[config.mk]
export PLATFORM = sky130hd
export DESIGN_NAME = assembler_token_scanner_top_flat
export DESIGN_NICKNAME = d
export VERILOG_FILES = /design/src/hw/rtl/ats_pkg.sv /design/src/hw/rtl/ats_byte_if.sv /design/src/hw/rtl/ats_tok_if.sv /design/src/hw/rtl/ats_ram.sv /design/src/hw/rtl/ats_scan.sv /design/src/hw/rtl/assembler_token_scanner_top.sv /design/src/flat_wrapper.sv
export SDC_FILE = /design/constraint.sdc
export NUM_CORES = 1
export LEC_CHECK = 0
export ABC_AREA = 1
export BUFFER_PORTS_ARGS = -buffer_cell sky130_fd_sc_hd__buf_4
export CORE_ASPECT_RATIO = 2
export CORE_UTILIZATION = 56
export DETAILED_ROUTE_END_ITERATION = 8
export GPL_ROUTABILITY_DRIVEN = 0
export GPL_TIMING_DRIVEN = 0
export PLACE_DENSITY = 0.83
export SYNTH_ARGS = -nofsm -noshare
export SYNTH_HDL_FRONTEND = slang
export SYNTH_SLANG_ARGS = --single-unit
export TNS_END_PERCENT = 30
[constraint.sdc]
create_clock -name i_clk -period 6.18 [get_ports i_clk]
set_input_delay 1.236 -clock i_clk [delete_from_list [all_inputs] [get_ports i_clk]]
set_output_delay 1.236 -clock i_clk [all_outputs]
set_load 0.05 [all_outputs]
[src/hw/rtl/ats_pkg.sv]
// Shared types, constants and helper functions of the assembler token scanner.
// Depends on nothing; all but ats_ram and the interfaces use its scoped names.
package ats_pkg;

    localparam int KW_COUNT = 62;
    localparam int KEY_CHARS = 7;
    localparam int POS_W = 6;

    typedef enum logic [3:0] {
        K_IDENT   = 4'd0,
        K_KEYWORD = 4'd1,
        K_NUMBER  = 4'd2,
        K_STRING  = 4'd3,
        K_PLUS    = 4'd4,
        K_MINUS   = 4'd5,
        K_COLON   = 4'd6,
        K_COMMA   = 4'd7,
        K_LBRAC   = 4'd8,
        K_RBRAC   = 4'd9,
        K_BAD     = 4'd10,
        K_END     = 4'd11
    } t_kind;

    typedef enum logic [3:0] {
        M_IDLE    = 4'd0,
        M_IDENT   = 4'd1,
        M_DEC     = 4'd2,
        M_ZERO    = 4'd3,
        M_HEXPRE  = 4'd4,
        M_HEX     = 4'd5,
        M_BINPRE  = 4'd6,
        M_BIN     = 4'd7,
        M_OCT     = 4'd8,
        M_STR     = 4'd9,
        M_COMMENT = 4'd10
    } t_mode;

    typedef enum logic [1:0] {
        S_SCAN = 2'd0,
        S_RUN  = 2'd1,
        S_PEND = 2'd2
    } t_state;

    typedef struct packed {
        logic        valid;
        t_kind       kind;
        logic [31:0] value;
        logic        bad;
    } t_item;

    // What one accepted byte produces: a first token (single or a text run) and
    // possibly a second single token from the rescanned byte.
    typedef struct packed {
        t_item             first;
        logic              first_run;
        logic [POS_W-1:0]  run_len;
        t_item             second;
    } t_step;

    typedef struct packed {
        logic             en;
        logic [POS_W-1:0] addr;
        logic [7:0]       data;
    } t_wr;

    // Keywords right-justified: the last character sits in the low byte.
    localparam logic [8*KEY_CHARS-1:0] KW_TABLE [KW_COUNT] = '{
        "al", "cl", "dl", "bl", "ah", "ch", "dh", "bh",
        "ax", "cx", "dx", "bx", "sp", "bp", "si", "di",
        "eax", "ecx", "edx", "ebx", "esp", "ebp", "esi", "edi",
        "mov", "cmp", "sub", "add", "and", "or", "lea",
        "call", "int", "imul", "idiv", "neg",
        "inc", "dec", "jmp", "je", "jne", "jg", "jl", "jge", "jle", "jna",
        "sete", "setne", "setg", "setge", "setl", "setle",
        "push", "pop", "ret",
        "section", "global", "equ", "times", "db", "dw", "dd"
    };

    localparam logic [7:0] CH_LF    = 8'h0A;
    localparam logic [7:0] CH_TAB   = 8'h09;
    localparam logic [7:0] CH_SPACE = 8'h20;
    localparam logic [7:0] CH_QUOTE = 8'h22;
    localparam logic [7:0] CH_SEMI  = 8'h3B;
    localparam logic [7:0] CH_ZERO  = 8'h30;

    function automatic logic is_alpha(input logic [7:0] b);
        is_alpha = (b >= "a" && b <= "z") || (b >= "A" && b <= "Z") ||
                   b == "_" || b == "@" || b == ".";
    endfunction

    function automatic logic is_dec(input logic [7:0] b);
        is_dec = b >= "0" && b <= "9";
    endfunction

    // Returns {valid, digit value}.
    function automatic logic [4:0] hex_val(input logic [7:0] b);
        logic [4:0] r;
        r = '0;
        if (b >= "0" && b <= "9") begin
            r = {1'b1, b[3:0]};
        end else if ((b >= "A" && b <= "F") || (b >= "a" && b <= "f")) begin
            r = {1'b1, 4'(b[3:0] + 4'd9)};
        end
        hex_val = r;
    endfunction

    // Returns {hit, index}. Stored characters are never zero, so equal
    // right-justified keys also have equal lengths.
    function automatic logic [6:0] kw_lookup(input logic [8*KEY_CHARS-1:0] key,
                                             input logic [POS_W-1:0] count);
        logic [6:0] r;
        r = '0;
        if (count != '0 && count <= POS_W'(KEY_CHARS)) begin
            for (int i = KW_COUNT - 1; i >= 0; i--) begin
                if (KW_TABLE[i] == key) begin
                    r = {1'b1, 6'(i)};
                end
            end
        end
        kw_lookup = r;
    endfunction

    function automatic t_item mk_item(input t_kind k, input logic [31:0] v,
                                      input logic bad);
        t_item it;
        it.valid = 1'b1;
        it.kind  = k;
        it.value = v;
        it.bad   = bad;
        mk_item  = it;
    endfunction

endpackage

[src/hw/rtl/ats_byte_if.sv]
// Input channel of the token scanner: one source byte per request.
// Depends on nothing.
interface ats_byte_if;
    logic       valid;
    logic       ready;
    logic [7:0] in_byte;

    modport source (output valid, output in_byte, input ready);
    modport sink (input valid, input in_byte, output ready);
endinterface

[src/hw/rtl/ats_tok_if.sv]
// Output channel of the token scanner: one token item per request.
// Depends on nothing.
interface ats_tok_if;
    logic        valid;
    logic        ready;
    logic [3:0]  token_kind;
    logic [31:0] token_value;
    logic [7:0]  text_char;
    logic [5:0]  text_pos;
    logic        last_of_run;
    logic [15:0] line_number;
    logic        bad_number;
    logic [15:0] error_total;

    modport source (output valid, output token_kind, output token_value,
                    output text_char, output text_pos, output last_of_run,
                    output line_number, output bad_number, output error_total,
                    input ready);
    modport sink (input valid, input token_kind, input token_value,
                  input text_char, input text_pos, input last_of_run,
                  input line_number, input bad_number, input error_total,
                  output ready);
endinterface

[src/hw/rtl/ats_ram.sv]
// Generic single-write, single-read synchronous RAM with registered read data.
// Depends on nothing.
module ats_ram #(
    parameter int WIDTH = 8,
    parameter int DEPTH = 32
) (
    input  logic                     i_clk,
    input  logic                     i_we,
    input  logic [$clog2(DEPTH)-1:0] i_waddr,
    input  logic [WIDTH-1:0]         i_wdata,
    input  logic                     i_re,
    input  logic [$clog2(DEPTH)-1:0] i_raddr,
    output logic [WIDTH-1:0]         o_rdata
);
    logic [WIDTH-1:0] r_mem [DEPTH];
    logic [WIDTH-1:0] r_rdata;

    always_ff @(posedge i_clk) begin
        if (i_we) begin
            r_mem[i_waddr] <= i_wdata;
        end
        if (i_re) begin
            r_rdata <= r_mem[i_raddr];
        end
    end

    assign o_rdata = r_rdata;
endmodule

[src/hw/rtl/ats_scan.sv]
// Character classifier and scan-mode registers of the token scanner.
// Depends on ats_pkg; drives writes into the text store owned by the top level.
module ats_scan #(
    parameter int NAME_MAX = 32,
    parameter int STRING_MAX = 32
) (
    input  logic          i_clk,
    input  logic          i_rst_n,
    input  logic          i_accept,
    input  logic [7:0]    i_byte,
    input  logic [3:0]    i_max_dec,
    output ats_pkg::t_step o_step,
    output ats_pkg::t_wr  o_wr,
    output logic [15:0]   o_line,
    output logic [15:0]   o_bad,
    output logic [15:0]   o_bad_next
);
    ats_pkg::t_mode r_mode, n_mode;
    logic [5:0]  r_text_count, n_text_count;
    logic [15:0] r_real_len, n_real_len;
    logic [31:0] r_acc, n_acc;
    logic [3:0]  r_digits, n_digits;
    logic [15:0] r_line, n_line;
    logic [15:0] r_bad, n_bad;
    logic [55:0] r_key, n_key;

    ats_pkg::t_step v_step;
    ats_pkg::t_wr   v_wr;
    ats_pkg::t_item v_it;
    logic           v_idle;
    logic [6:0]     v_kw;
    logic [4:0]     v_hex;
    logic [5:0]     v_limit;

    always_comb begin
        n_mode       = r_mode;
        n_text_count = r_text_count;
        n_real_len   = r_real_len;
        n_acc        = r_acc;
        n_digits     = r_digits;
        n_line       = r_line;
        n_bad        = r_bad;
        n_key        = r_key;
        v_step       = '0;
        v_wr         = '0;
        v_it         = '0;
        v_idle       = 1'b0;
        v_kw         = ats_pkg::kw_lookup(r_key, r_text_count);
        v_hex        = ats_pkg::hex_val(i_byte);
        v_limit      = (r_mode == ats_pkg::M_STR) ? 6'(STRING_MAX) : 6'(NAME_MAX);

        if (i_byte == ats_pkg::CH_LF && r_line != 16'hFFFF) begin
            n_line = r_line + 16'd1;
        end

        case (r_mode)
            ats_pkg::M_IDENT, ats_pkg::M_STR: begin
                if (r_mode == ats_pkg::M_STR && i_byte == 8'h00) begin
                    v_step.first = ats_pkg::mk_item(ats_pkg::K_END, '0, 1'b0);
                    n_mode = ats_pkg::M_IDLE;
                end else if ((r_mode == ats_pkg::M_STR && i_byte != ats_pkg::CH_QUOTE) ||
                             (r_mode == ats_pkg::M_IDENT &&
                              (ats_pkg::is_alpha(i_byte) || ats_pkg::is_dec(i_byte)))) begin
                    if (r_real_len != 16'hFFFF) begin
                        n_real_len = r_real_len + 16'd1;
                    end
                    if (r_text_count < v_limit) begin
                        v_wr.en   = 1'b1;
                        v_wr.addr = r_text_count;
                        v_wr.data = i_byte;
                        n_text_count = r_text_count + 6'd1;
                        if (r_text_count < 6'(ats_pkg::KEY_CHARS)) begin
                            n_key = {r_key[47:0], i_byte};
                        end
                    end
                end else begin
                    // Token complete: ident ends on any other byte, string on the quote.
                    if (r_mode == ats_pkg::M_IDENT && v_kw[6]) begin
                        v_step.first = ats_pkg::mk_item(ats_pkg::K_KEYWORD,
                                                        {26'd0, v_kw[5:0]}, 1'b0);
                    end else begin
                        v_step.first = ats_pkg::mk_item(
                            (r_mode == ats_pkg::M_IDENT) ? ats_pkg::K_IDENT : ats_pkg::K_STRING,
                            {16'd0, r_real_len}, 1'b0);
                    end
                    v_step.first_run = (r_text_count != '0);
                    v_step.run_len   = r_text_count;
                    n_mode = ats_pkg::M_IDLE;
                    v_idle = (r_mode == ats_pkg::M_IDENT);
                end
            end
            ats_pkg::M_DEC: begin
                if (ats_pkg::is_dec(i_byte)) begin
                    if (r_digits < i_max_dec) begin
                        n_acc = (r_acc << 3) + (r_acc << 1) + {28'd0, i_byte[3:0]};
                        n_digits = r_digits + 4'd1;
                    end
                end else begin
                    v_step.first = ats_pkg::mk_item(ats_pkg::K_NUMBER, r_acc, 1'b0);
                    n_mode = ats_pkg::M_IDLE;
                    v_idle = 1'b1;
                end
            end
            ats_pkg::M_ZERO: begin
                if (i_byte == "x" || i_byte == "X") begin
                    n_mode = ats_pkg::M_HEXPRE;
                end else if (i_byte == "b" || i_byte == "B") begin
                    n_mode = ats_pkg::M_BINPRE;
                end else if (i_byte >= "0" && i_byte <= "7") begin
                    n_acc  = {29'd0, i_byte[2:0]};
                    n_mode = ats_pkg::M_OCT;
                end else begin
                    v_step.first = ats_pkg::mk_item(ats_pkg::K_NUMBER, '0, 1'b0);
                    n_mode = ats_pkg::M_IDLE;
                    v_idle = 1'b1;
                end
            end
            ats_pkg::M_HEXPRE, ats_pkg::M_HEX: begin
                if (v_hex[4]) begin
                    n_acc  = {r_acc[27:0], v_hex[3:0]};
                    n_mode = ats_pkg::M_HEX;
                end else begin
                    v_step.first = ats_pkg::mk_item(ats_pkg::K_NUMBER, r_acc,
                                                    r_mode == ats_pkg::M_HEXPRE);
                    n_mode = ats_pkg::M_IDLE;
                    v_idle = 1'b1;
                end
            end
            ats_pkg::M_BINPRE, ats_pkg::M_BIN: begin
                if (i_byte == "0" || i_byte == "1") begin
                    n_acc  = {r_acc[30:0], i_byte[0]};
                    n_mode = ats_pkg::M_BIN;
                end else begin
                    v_step.first = ats_pkg::mk_item(ats_pkg::K_NUMBER, r_acc,
                                                    r_mode == ats_pkg::M_BINPRE);
                    n_mode = ats_pkg::M_IDLE;
                    v_idle = 1'b1;
                end
            end
            ats_pkg::M_OCT: begin
                if (i_byte >= "0" && i_byte <= "7") begin
                    n_acc = {r_acc[28:0], i_byte[2:0]};
                end else begin
                    v_step.first = ats_pkg::mk_item(ats_pkg::K_NUMBER, r_acc, 1'b0);
                    n_mode = ats_pkg::M_IDLE;
                    v_idle = 1'b1;
                end
            end
            ats_pkg::M_COMMENT: begin
                if (i_byte == ats_pkg::CH_LF) begin
                    n_mode = ats_pkg::M_IDLE;
                end else if (i_byte == 8'h00) begin
                    v_step.first = ats_pkg::mk_item(ats_pkg::K_END, '0, 1'b0);
                    n_mode = ats_pkg::M_IDLE;
                end
            end
            default: begin
                n_mode = ats_pkg::M_IDLE;
                v_idle = 1'b1;
            end
        endcase

        // Byte seen between tokens, either fresh or rescanned after a terminator.
        if (v_idle) begin
            case (i_byte)
                8'h00: v_it = ats_pkg::mk_item(ats_pkg::K_END, '0, 1'b0);
                ats_pkg::CH_SPACE, ats_pkg::CH_LF, ats_pkg::CH_TAB: v_it = '0;
                "+": v_it = ats_pkg::mk_item(ats_pkg::K_PLUS, '0, 1'b0);
                "-": v_it = ats_pkg::mk_item(ats_pkg::K_MINUS, '0, 1'b0);
                ":": v_it = ats_pkg::mk_item(ats_pkg::K_COLON, '0, 1'b0);
                ",": v_it = ats_pkg::mk_item(ats_pkg::K_COMMA, '0, 1'b0);
                "[": v_it = ats_pkg::mk_item(ats_pkg::K_LBRAC, '0, 1'b0);
                "]": v_it = ats_pkg::mk_item(ats_pkg::K_RBRAC, '0, 1'b0);
                ats_pkg::CH_SEMI: n_mode = ats_pkg::M_COMMENT;
                ats_pkg::CH_QUOTE: begin
                    n_text_count = '0;
                    n_real_len   = '0;
                    n_mode       = ats_pkg::M_STR;
                end
                ats_pkg::CH_ZERO: begin
                    n_acc    = '0;
                    n_digits = '0;
                    n_mode   = ats_pkg::M_ZERO;
                end
                default: begin
                    if (ats_pkg::is_alpha(i_byte)) begin
                        v_wr.en      = 1'b1;
                        v_wr.addr    = '0;
                        v_wr.data    = i_byte;
                        n_text_count = 6'd1;
                        n_real_len   = 16'd1;
                        n_key        = {48'd0, i_byte};
                        n_mode       = ats_pkg::M_IDENT;
                    end else if (ats_pkg::is_dec(i_byte)) begin
                        if (i_max_dec != '0) begin
                            n_acc    = {28'd0, i_byte[3:0]};
                            n_digits = 4'd1;
                        end else begin
                            n_acc    = '0;
                            n_digits = '0;
                        end
                        n_mode = ats_pkg::M_DEC;
                    end else begin
                        if (r_bad != 16'hFFFF) begin
                            n_bad = r_bad + 16'd1;
                        end
                        v_it = ats_pkg::mk_item(ats_pkg::K_BAD, '0, 1'b0);
                    end
                end
            endcase
            if (v_step.first.valid) begin
                v_step.second = v_it;
            end else begin
                v_step.first = v_it;
            end
        end
    end

    always_ff @(posedge i_clk) begin
        if (!i_rst_n) begin
            r_mode       <= ats_pkg::M_IDLE;
            r_text_count <= '0;
            r_real_len   <= '0;
            r_acc        <= '0;
            r_digits     <= '0;
            r_line       <= '0;
            r_bad        <= '0;
            r_key        <= '0;
        end else if (i_accept) begin
            r_mode       <= n_mode;
            r_text_count <= n_text_count;
            r_real_len   <= n_real_len;
            r_acc        <= n_acc;
            r_digits     <= n_digits;
            r_line       <= n_line;
            r_bad        <= n_bad;
            r_key        <= n_key;
        end
    end

    assign o_step     = v_step;
    assign o_wr       = v_wr;
    assign o_line     = r_line;
    assign o_bad      = r_bad;
    assign o_bad_next = n_bad;
endmodule

[src/hw/rtl/assembler_token_scanner_top.sv]
// Top level of the assembler token scanner: request channels, APB register,
// output sequencer and text store. Depends on ats_pkg, ats_byte_if, ats_tok_if,
// ats_ram and ats_scan.
//
//   channel   direction  carries
//   i_byte    in         one source byte per request (0 ends the text)
//   o_tok     out        one token item per request; text tokens as a run
//   APB       in/out     register 0: max_dec_digits (4 bits, reset 10)
//
// A byte is classified and absorbed in the cycle it is accepted. A byte that
// completes an identifier or string keeps the input closed while its stored
// characters are read from the text store, one per cycle unless stalled (the
// store's single read port sets this), and for a rescanned token after them.
// A byte is only accepted when the output register is empty or being taken,
// so a stall on the output holds the input back. Reset is synchronous and
// needs no clearing pass: the text store is only read where it was written.
module assembler_token_scanner_top #(
    parameter int NAME_MAX = 32,
    parameter int STRING_MAX = 32
) (
    input  logic         i_clk,
    input  logic         i_rst_n,
    ats_byte_if.sink     i_byte,
    ats_tok_if.source    o_tok,
    input  logic         psel,
    input  logic         penable,
    input  logic         pwrite,
    input  logic [2:0]   paddr,
    input  logic [31:0]  pwdata,
    output logic [31:0]  prdata,
    output logic         pready
);
    // The store holds as many characters as the longer text limit.
    localparam int STORE_DEPTH = (NAME_MAX > STRING_MAX) ? NAME_MAX : STRING_MAX;
    localparam int ADDR_W = $clog2(STORE_DEPTH);
    localparam logic REG_MAX_DEC = 1'b0;

    // Configuration register: written at the access phase of an APB write.
    logic [3:0] r_max_dec;

    always_ff @(posedge i_clk) begin
        if (!i_rst_n) begin
            r_max_dec <= 4'd10;
        end else if (psel && penable && pwrite && paddr[2] == REG_MAX_DEC) begin
            r_max_dec <= pwdata[3:0];
        end
    end

    assign pready = 1'b1;
    assign prdata = (paddr[2] == REG_MAX_DEC) ? {28'd0, r_max_dec} : '0;

    // Scanner core: consumes the accepted byte and reports what it yields.
    ats_pkg::t_step scan_step;
    ats_pkg::t_wr   scan_wr;
    logic [15:0]    scan_line;
    logic [15:0]    scan_bad;
    logic [15:0]    scan_bad_next;
    logic           in_accept;

    ats_scan #(
        .NAME_MAX   (NAME_MAX),
        .STRING_MAX (STRING_MAX)
    ) u_scan (
        .i_clk      (i_clk),
        .i_rst_n    (i_rst_n),
        .i_accept   (in_accept),
        .i_byte     (i_byte.in_byte),
        .i_max_dec  (r_max_dec),
        .o_step     (scan_step),
        .o_wr       (scan_wr),
        .o_line     (scan_line),
        .o_bad      (scan_bad),
        .o_bad_next (scan_bad_next)
    );

    // Text store: written while identifiers and strings are collected, read
    // back one character per cycle while a run is sent and the output is free.
    logic             ram_re;
    logic [5:0]       ram_raddr;
    logic [7:0]       ram_rdata;

    ats_ram #(
        .WIDTH (8),
        .DEPTH (STORE_DEPTH)
    ) u_store (
        .i_clk   (i_clk),
        .i_we    (scan_wr.en && in_accept),
        .i_waddr (scan_wr.addr[ADDR_W-1:0]),
        .i_wdata (scan_wr.data),
        .i_re    (ram_re),
        .i_raddr (ram_raddr[ADDR_W-1:0]),
        .o_rdata (ram_rdata)
    );

    // Output sequencer state.
    ats_pkg::t_state r_state, n_state;
    ats_pkg::t_item  r_pend;
    ats_pkg::t_item  r_run;
    logic [5:0]      r_run_len;
    logic [5:0]      r_pos;
    logic [15:0]     r_run_err;

    // Output register.
    logic            r_ov;
    ats_pkg::t_kind  r_kind;
    logic [31:0]     r_value;
    logic [7:0]      r_char;
    logic [5:0]      r_tpos;
    logic            r_last;
    logic            r_badnum;
    logic [15:0]     r_err;

    logic out_free;
    logic run_last;
    logic load_first;
    logic load_run;
    logic load_pend;
    logic start_run;

    assign out_free = !r_ov || o_tok.ready;
    assign run_last = (r_pos + 6'd1) == r_run_len;

    // Next state.
    always_comb begin
        n_state = r_state;
        case (r_state)
            ats_pkg::S_SCAN: begin
                if (in_accept && scan_step.first.valid) begin
                    if (scan_step.first_run) begin
                        n_state = ats_pkg::S_RUN;
                    end else if (scan_step.second.valid) begin
                        n_state = ats_pkg::S_PEND;
                    end
                end
            end
            ats_pkg::S_RUN: begin
                if (out_free && run_last) begin
                    n_state = r_pend.valid ? ats_pkg::S_PEND : ats_pkg::S_SCAN;
                end
            end
            ats_pkg::S_PEND: begin
                if (out_free) begin
                    n_state = ats_pkg::S_SCAN;
                end
            end
            default: n_state = ats_pkg::S_SCAN;
        endcase
    end

    // Control outputs of the sequencer.
    always_comb begin
        in_accept  = 1'b0;
        load_first = 1'b0;
        load_run   = 1'b0;
        load_pend  = 1'b0;
        start_run  = 1'b0;
        ram_re     = 1'b0;
        ram_raddr  = '0;
        case (r_state)
            ats_pkg::S_SCAN: begin
                in_accept = i_byte.valid && out_free;
                if (in_accept && scan_step.first.valid) begin
                    if (scan_step.first_run) begin
                        start_run = 1'b1;
                        ram_re    = 1'b1;
                    end else begin
                        load_first = 1'b1;
                    end
                end
            end
            ats_pkg::S_RUN: begin
                if (out_free) begin
                    load_run = 1'b1;
                    if (!run_last) begin
                        ram_re    = 1'b1;
                        ram_raddr = r_pos + 6'd1;
                    end
                end
            end
            ats_pkg::S_PEND: begin
                load_pend = out_free;
            end
            default: begin
                in_accept = 1'b0;
            end
        endcase
    end

    assign i_byte.ready = (r_state == ats_pkg::S_SCAN) && out_free;

    always_ff @(posedge i_clk) begin
        if (!i_rst_n) begin
            r_state     <= ats_pkg::S_SCAN;
            r_ov        <= 1'b0;
            r_pend.valid <= 1'b0;
            r_err       <= '0;
        end else begin
            r_state <= n_state;
            if (load_first || load_run || load_pend) begin
                r_ov <= 1'b1;
            end else if (o_tok.ready) begin
                r_ov <= 1'b0;
            end
            if (start_run || load_first) begin
                r_pend.valid <= scan_step.second.valid;
            end else if (load_pend) begin
                r_pend.valid <= 1'b0;
            end
            // A bad character counts from its own item on; a token that it
            // ends still shows the count from before it.
            if (load_first) begin
                r_err <= (scan_step.first.kind == ats_pkg::K_BAD) ? scan_bad_next : scan_bad;
            end else if (load_run) begin
                r_err <= r_run_err;
            end else if (load_pend) begin
                r_err <= scan_bad;
            end
        end
    end

    always_ff @(posedge i_clk) begin
        if (start_run || load_first) begin
            r_pend.kind  <= scan_step.second.kind;
            r_pend.value <= scan_step.second.value;
            r_pend.bad   <= scan_step.second.bad;
        end
        if (start_run) begin
            r_run     <= scan_step.first;
            r_run_len <= scan_step.run_len;
            r_run_err <= scan_bad;
            r_pos     <= '0;
        end else if (load_run && !run_last) begin
            r_pos <= r_pos + 6'd1;
        end
        if (load_first) begin
            r_kind   <= scan_step.first.kind;
            r_value  <= scan_step.first.value;
            r_char   <= '0;
            r_tpos   <= '0;
            r_last   <= 1'b1;
            r_badnum <= scan_step.first.bad;
        end else if (load_run) begin
            r_kind   <= r_run.kind;
            r_value  <= r_run.value;
            r_char   <= ram_rdata;
            r_tpos   <= r_pos;
            r_last   <= run_last;
            r_badnum <= 1'b0;
        end else if (load_pend) begin
            r_kind   <= r_pend.kind;
            r_value  <= r_pend.value;
            r_char   <= '0;
            r_tpos   <= '0;
            r_last   <= 1'b1;
            r_badnum <= r_pend.bad;
        end
    end

    // The line count is only updated by an accepted byte, which waits until
    // all items of the previous byte are gone, and it grows before any item of
    // that byte, so it is shown directly. The error count is held per item.
    assign o_tok.valid       = r_ov;
    assign o_tok.token_kind  = r_kind;
    assign o_tok.token_value = r_value;
    assign o_tok.text_char   = r_char;
    assign o_tok.text_pos    = r_tpos;
    assign o_tok.last_of_run = r_last;
    assign o_tok.line_number = scan_line;
    assign o_tok.bad_number  = r_badnum;
    assign o_tok.error_total = r_err;
endmodule

[src/flat_wrapper.sv]
// flat-port wrapper written by rule: the top's interface ports become plain ports
module assembler_token_scanner_top_flat 
#(
    parameter int NAME_MAX = 32,
    parameter int STRING_MAX = 32
)
  (i_clk, i_rst_n, psel, penable, pwrite, paddr, pwdata, prdata, pready, i_byte_valid, i_byte_in_byte, i_byte_ready, o_tok_valid, o_tok_token_kind, o_tok_token_value, o_tok_text_char, o_tok_text_pos, o_tok_last_of_run, o_tok_line_number, o_tok_bad_number, o_tok_error_total, o_tok_ready);
  ats_byte_if i_byte_i ();
  ats_tok_if o_tok_i ();
  input  logic i_clk;
  input  logic i_rst_n;
  input  logic psel;
  input  logic penable;
  input  logic pwrite;
  input  logic [2:0] paddr;
  input  logic [31:0] pwdata;
  output logic [31:0] prdata;
  output logic pready;
  input wire logic [$bits(i_byte_i.valid)-1:0] i_byte_valid;
  input wire logic [$bits(i_byte_i.in_byte)-1:0] i_byte_in_byte;
  output wire logic [$bits(i_byte_i.ready)-1:0] i_byte_ready;
  output wire logic [$bits(o_tok_i.valid)-1:0] o_tok_valid;
  output wire logic [$bits(o_tok_i.token_kind)-1:0] o_tok_token_kind;
  output wire logic [$bits(o_tok_i.token_value)-1:0] o_tok_token_value;
  output wire logic [$bits(o_tok_i.text_char)-1:0] o_tok_text_char;
  output wire logic [$bits(o_tok_i.text_pos)-1:0] o_tok_text_pos;
  output wire logic [$bits(o_tok_i.last_of_run)-1:0] o_tok_last_of_run;
  output wire logic [$bits(o_tok_i.line_number)-1:0] o_tok_line_number;
  output wire logic [$bits(o_tok_i.bad_number)-1:0] o_tok_bad_number;
  output wire logic [$bits(o_tok_i.error_total)-1:0] o_tok_error_total;
  input wire logic [$bits(o_tok_i.ready)-1:0] o_tok_ready;
  assign i_byte_i.valid = i_byte_valid;
  assign i_byte_i.in_byte = i_byte_in_byte;
  assign i_byte_ready = i_byte_i.ready;
  assign o_tok_valid = o_tok_i.valid;
  assign o_tok_token_kind = o_tok_i.token_kind;
  assign o_tok_token_value = o_tok_i.token_value;
  assign o_tok_text_char = o_tok_i.text_char;
  assign o_tok_text_pos = o_tok_i.text_pos;
  assign o_tok_last_of_run = o_tok_i.last_of_run;
  assign o_tok_line_number = o_tok_i.line_number;
  assign o_tok_bad_number = o_tok_i.bad_number;
  assign o_tok_error_total = o_tok_i.error_total;
  assign o_tok_i.ready = o_tok_ready;
  assembler_token_scanner_top #(.NAME_MAX(NAME_MAX), .STRING_MAX(STRING_MAX)) u_core (.i_clk(i_clk), .i_rst_n(i_rst_n), .i_byte(i_byte_i), .o_tok(o_tok_i), .psel(psel), .penable(penable), .pwrite(pwrite), .paddr(paddr), .pwdata(pwdata), .prdata(prdata), .pready(pready));
endmodule
# Yosys cells after proc, flatten, opt, wreduce, memory -nomap -nowiden
# Memory sizes are Yosys's and may differ from the RTL's. A register that Yosys moved wholly into a read port is not among the register bits.
# Cells that the tools add are included.
# word_totals
ff_bits	327
ram_bits	256
n_memories	1
output_inout_bits	119
# op_classes
magnitude_cmp	13
n_mux	218
n_reduce_logical	58
n_eq_ne	104
addsub	9
bitwise	2
# mem_list
memory	depth	width	read_ports	rd_clocked_by_memory_dff	wr	line_no	text
u_core.u_store.r_mem	32	8	1	1	1	ats_ram.sv:15	logic [WIDTH-1:0] r_mem [DEPTH];
# ops
op	n
$eq 23x56->1 const A	26
$eq 15x56->1 const A	23
$mux 38	16
$mux 7	65
$mux 32	14
$mux 56	8
$eq 31x56->1 const A	7
$pmux 38 s8	1
$pmux 38 s7	1
$mux 16	15
$eq 39x56->1 const A	4
$pmux 32 s5	1
$mux 15	7
$mux 4	23
$eq 8x6->1 const B	10
$eq 8x7->1 const B	8
$pmux 32 s2	1
$eq 47x56->1 const A	1
$eq 55x56->1 const A	1
$add 16x1->16 const B	3
$mux 6	8
$ne 16x16->1 const B	3
$mux 45	1
$mux 35	1
55 further kinds	156

# Longest topological paths before layout
# depth
ltp_word	77
ltp_mapped	28
ltp_nobuf	27

# By module
# From an unflattened synthesis, not the netlist that was laid out.
# hier_totals
hier_cells	3981
area_unflattened_um2	32760.2
# modules_own_cells
mod	cells_each	instances	area_each_um2
ats_scan	2352	1	14174.8
ats_ram	922	1	10866.7
assembler_token_scanner_top	707	1	7718.7

# Worst setup path after synthesis
# No wires, ideal clock.
# synth_path
path_type	input to register
start	input port o_tok_ready
end	register u_core.r_pos[3]
arrival_time_ns	6.454
t_required_ns	6.066
n_path_buf	0
path_slack_ns	-0.387
setup_time_ns	0.114
stages	11
cell_sequence	nor2_1 -> nor3_1 -> nand2_1 -> inv_1 -> nand2_2 -> nor2_1 -> inv_2 -> nand2_1 -> inv_2 -> a21oi_1 -> inv_1
# synth_via
elab_chain_cells	5
# synth_rtl
element	line_no	text
from (decl)	flat_wrapper.sv:31	input wire logic [$bits(o_tok_i.ready)-1:0] o_tok_ready;
$logic_or 1x1->1	assembler_token_scanner_top.sv:120	assign out_free = !r_ov || o_tok.ready;
$logic_and 1x1->1	assembler_token_scanner_top.sv:161	in_accept = i_byte.valid && out_free;
$logic_and 1x1->1	assembler_token_scanner_top.sv:162	if (in_accept && scan_step.first.valid) begin
$mux 1	assembler_token_scanner_top.sv:162	
$mux 1	assembler_token_scanner_top.sv:159	case (r_state)
net u_core.start_run	assembler_token_scanner_top.sv:118	logic start_run;
to (signal assigned)	assembler_token_scanner_top.sv:233	r_pos <= r_pos + 6'd1;
to (decl)	assembler_token_scanner_top.sv:100	logic [5:0] r_pos;
# The timed path passes the listed nets, and every way through them passes these cells.
# A chain may end at the register's enable or synchronous reset.

==> flow_summary_export.csv <==
group,metric,value,unit
global_routing,antenna_found_initial,5,
power_and_ir_drop,ir_drop,0.250,mV
min_path,worstHoldPathCells,2,
synthesis,synth_seq_cells,558,
power_and_ir_drop,power,11.0,mW
global_routing,grt_pass1_vias,28200,
synthesis,yosysSeqAreaShare,0.485,
clock_network,cts_made_buffers,48,
synthesis,yosysTopAreaCell,"edfxtp_1",
synthesis,synth_edf_count,363,
worst_setup_path,reg2reg_from,"u_core.u_scan.r_key[5]",
job,cap_viol_max_count,0,
worst_setup_path,worst_setup_path_end_kind,"flop",
outcome,outcome,"finished with violations",
synthesis,synth_area_leaders,"edfxtp_1 (36%), dfxtp_1 (13%), nand2_1 (7.3%)",
cells_and_area,seq_area,14800,µm²
die,die_area,55500,µm²
sta,drv_slew,0,
power_and_ir_drop,intPower,6.88,mW
min_path,hold_class,"reg -> reg",
sta,hold_viol_final,0,
sta,min_period,5.56,ns
clock_network,clock_insertion_delay_worst_skew,0.60,ns
sta,post-route-period-util,0.900,
die,initial_core_util,0.569,
global_routing,grt.total_usage,0.386,
worst_setup_path,critPathMaxFanout,10,
outcome,violations,"design-rule violations",
clock_network,cts.sinks,558,
detailed_routing,drt_wl_total,107000,µm
clock_network,cts_setup_buffers,0,
sta,tightest_slew,1.34,ns
global_routing,grt_max_degree,47,
synthesis,yosysWarnings,0,
worst_setup_path,worstPathRequired,6.54,ns
synthesis,netlist_instances,3554,
detailed_routing,ant_nets,0,
die,boundaryPins,169,
synthesis,synth_top_area_share,0.357,
global_routing,gr-total-overflow,0,
cells_and_area,syn_to_final_growth,11.5,%
synthesis,yosys-top-cells-count,"nand2_1 (593), inv_1 (407), edfxtp_1 (363)",
clock_network,cts_htree_levels,2,
clock_network,cts_resized,0,
clock_network,clk_pin_slew,0.07,ns
worst_setup_path,path_class,"reg -> reg",
clock_network,cts_tree,"done",
power_and_ir_drop,power.share.clock,0.287,
detailed_routing,first_pass_iters,9,
synthesis,synthDistinctLibCells,76,
die,rows,120,
sta,grt_setup_unrepaired,"no",
placement,dp_hpwl,78400,µm
power_and_ir_drop,combPwrFrac,0.296,
worst_setup_path,reg2regPathDepth,20,
detailed_routing,routedWlPerCell,24.0,µm
power_and_ir_drop,switching_share,0.375,
worst_setup_path,worstReg2RegEnd,"u_core.o_tok.token_value[3]",
placement,dp_slack,0.223,ns
die,core,53600,µm²
cells_and_area,final_layout_size_suffix_gt1_frac,0.111,
power_and_ir_drop,p_switching,4.13,mW
detailed_routing,vias,28600,
sta,relSlewSlack,0.101,
synthesis,avgSynthCellArea,8.58,µm²
synthesis,synth_flop_cell,"edfxtp_1",
cells_and_area,multi_input_area,13300,µm²
cells_and_area,nFillCells,4429,
die,dieWidth,167,µm
min_path,min_from,"u_core.o_tok.text_pos[3]",
die,die_y,332,µm
worst_setup_path,rrSetupSlack,0.62,ns
sta,setup_violations,0,
global_routing,grt_pass1_wl,161000,µm
detailed_routing,drtIter0Drc,3179,
clock_network,ctsHoldBuffers,0,
power_and_ir_drop,power.density,324,nW/µm²
min_path,hold_path_end,"u_core.o_tok.text_pos[3]",
worst_setup_path,start_kind,"flop",
detailed_routing,drc,13,
sta,timing.final.ws_setup,0.620,ns
clock_network,cts_root_buf,"clkbuf_16",
clock_network,cts_buffer_depth,3,
detailed_routing,avgViaCountPerCell,6.42,
worst_setup_path,cp_data_arrival_time,5.92,ns
power_and_ir_drop,seqPwrFrac,0.418,
cells_and_area,layout.nets,3870,
synthesis,syn-cell-area,30500,µm²
sta,finClkSkew,0.0201,ns
placement,io_buffers,108,
synthesis,synth_async_sr_flop_share,0,
sta,fmax,180,MHz
synthesis,yosysMostFrequentCell,"nand2_1",
power_and_ir_drop,p_leak,13.0,nW
-- logic make-up after synthesis --
| logic type | after synthesis | share of synthesized area |
|---|---|---|
| adders and majority gates | 76 | 0.0317 |
| AOI/OAI and AO/OA | 919 | 0.187 |
| xor gates and xnor gates | 40 | 0.0115 |
| muxes | 32 | 0.0118 |
| buffers and inverters | 631 | 0.0839 |
| DFF | 558 | 0.485 |
| other | 2 | 0.000246 |
| and+or+nand+nor | 1296 | 0.188 |
-- flip-flops by register name, indices dropped and copies added (netlist names), 8 cells and up --
| name | cells |
|---|---|
| u_core.u_scan.o_bad | 16 |
| u_core.u_store.o_rdata | 8 |
| u_core.u_scan.r_key | 56 |
| u_core.u_store.r_mem | 256 |
| u_core.r_run_err | 16 |
| u_core.o_tok.text_char | 8 |
| u_core.o_tok.error_total | 16 |
| u_core.o_tok.token_value | 32 |
| u_core.u_scan.o_line | 16 |
| u_core.u_scan.r_acc | 32 |
| u_core.u_scan.r_real_len | 16 |
| u_core.r_run | 36 |
-- metal layers --
layer	vias up	GRT usage	routed length, µm
met3	782	0.108	10200
li1	12900	-	-
met4	6	0.408	12900
met1	13100	0.349	31200
met5	-	0.000887	45
met2	1849	0.663	52600
-- layout by cell type, fill, tap and decap left out, drive strengths merged, types with 10 or more instances in the layout --
cell type,count
a211oi,11
a21oi,268
a221oi,41
a22o,16
a22oi,20
a31o,10
a31oi,21
buf,205
clkbuf,152
clkinv,19
conb,29
dfxtp,195
edfxtp,363
ha,74
inv,449
mux2,32
nand2,606
nand3,139
nand4,60
nor2,349
nor3,92
nor4,30
o2111ai,14
o211ai,71
o21ai,265
o221ai,30
o22ai,81
o2bb2ai,33
xor2,33
-- layout make-up --
cell class / count / share of cell area
Antenna cell: 3 / 0.000221
Buffer: 183 / 0.0258
Clock buffer: 61 / 0.0374
Clock inverter: 28 / 0.00916
Inverter: 448 / 0.0495
Multi-Input combinational cell: 2392 / 0.391
Sequential cell: 558 / 0.435
Tap cell: 671 / 0.0247
Timing Repair Buffer: 113 / 0.0269
-- power by group through the flow --
stage | combinational, mW | sequential, mW | clock, mW
5_1_grt | 3.44 | 4.61 | 3.26
3_3_place_gp | 3.02 | 4.67 | 0
2_1_floorplan | 1.71 | 4.95 | 0
4_1_cts | 3.14 | 4.59 | 3.13
6_report | 3.26 | 4.60 | 3.16
3_5_place_dp | 3.12 | 4.66 | 0
-- critical path, stage by stage, from the launching register on --
cell and delay [ns]:
dfxtp_1 0.42, inv_1 0.06, nor2_1 0.10, nand3_2 0.26, nor3_2 0.56, inv_1 0.24
nor2_1 0.53, inv_1 0.18, nor3_1 0.18, inv_1 0.12, o21ai_1 0.13, a31oi_1 0.06
nand4_1 0.13, nor3_1 0.07, nand3_1 0.07, o21ai_1 0.33, nor2_1 0.70, o21ai_0 0.54
o211ai_1 0.24, o21ai_1 0.16, a22o_1 0.22
-- worst max-delay path by stage --
stage / to / from / cells past startpoint
6_report: u_core.o_tok.token_value[3] / u_core.u_scan.r_key[5] / 20
5_1_grt: u_core.o_tok.token_value[3] / u_core.u_scan.r_key[4] / 14
4_1_cts: u_core.u_store.r_mem[12][2] / i_byte_in_byte[1] / 21
3_5_place_dp: u_core.u_store.r_mem[12][4] / i_byte_in_byte[0] / 19
3_3_place_gp: u_core.r_pos[1] / i_byte_in_byte[1] / 23
2_1_floorplan: u_core.r_pos[3] / o_tok_ready / 11
-- metrics by stage --
| stage | TNS [ns] | instances | area, µm² | util | hold WS (ns) |
|---|---|---|---|---|---|
| after floorplan | 0 | 3581 | 30600 | - | 0.434 |
| final | 0 | 4457 | 34000 | 0.634 | 0.472 |
| after global routing | 0 | 4456 | 34000 | 0.634 | 0.473 |
| after detailed placement | 0 | 4365 | 32400 | 0.604 | 0.448 |
| after CTS | 0 | 4454 | 34000 | 0.634 | 0.465 |
| after global placement | -94.49 | 4360 | 32300 | 0.602 | 0.437 |
Note: power is estimated with default switching activity, not from simulation.
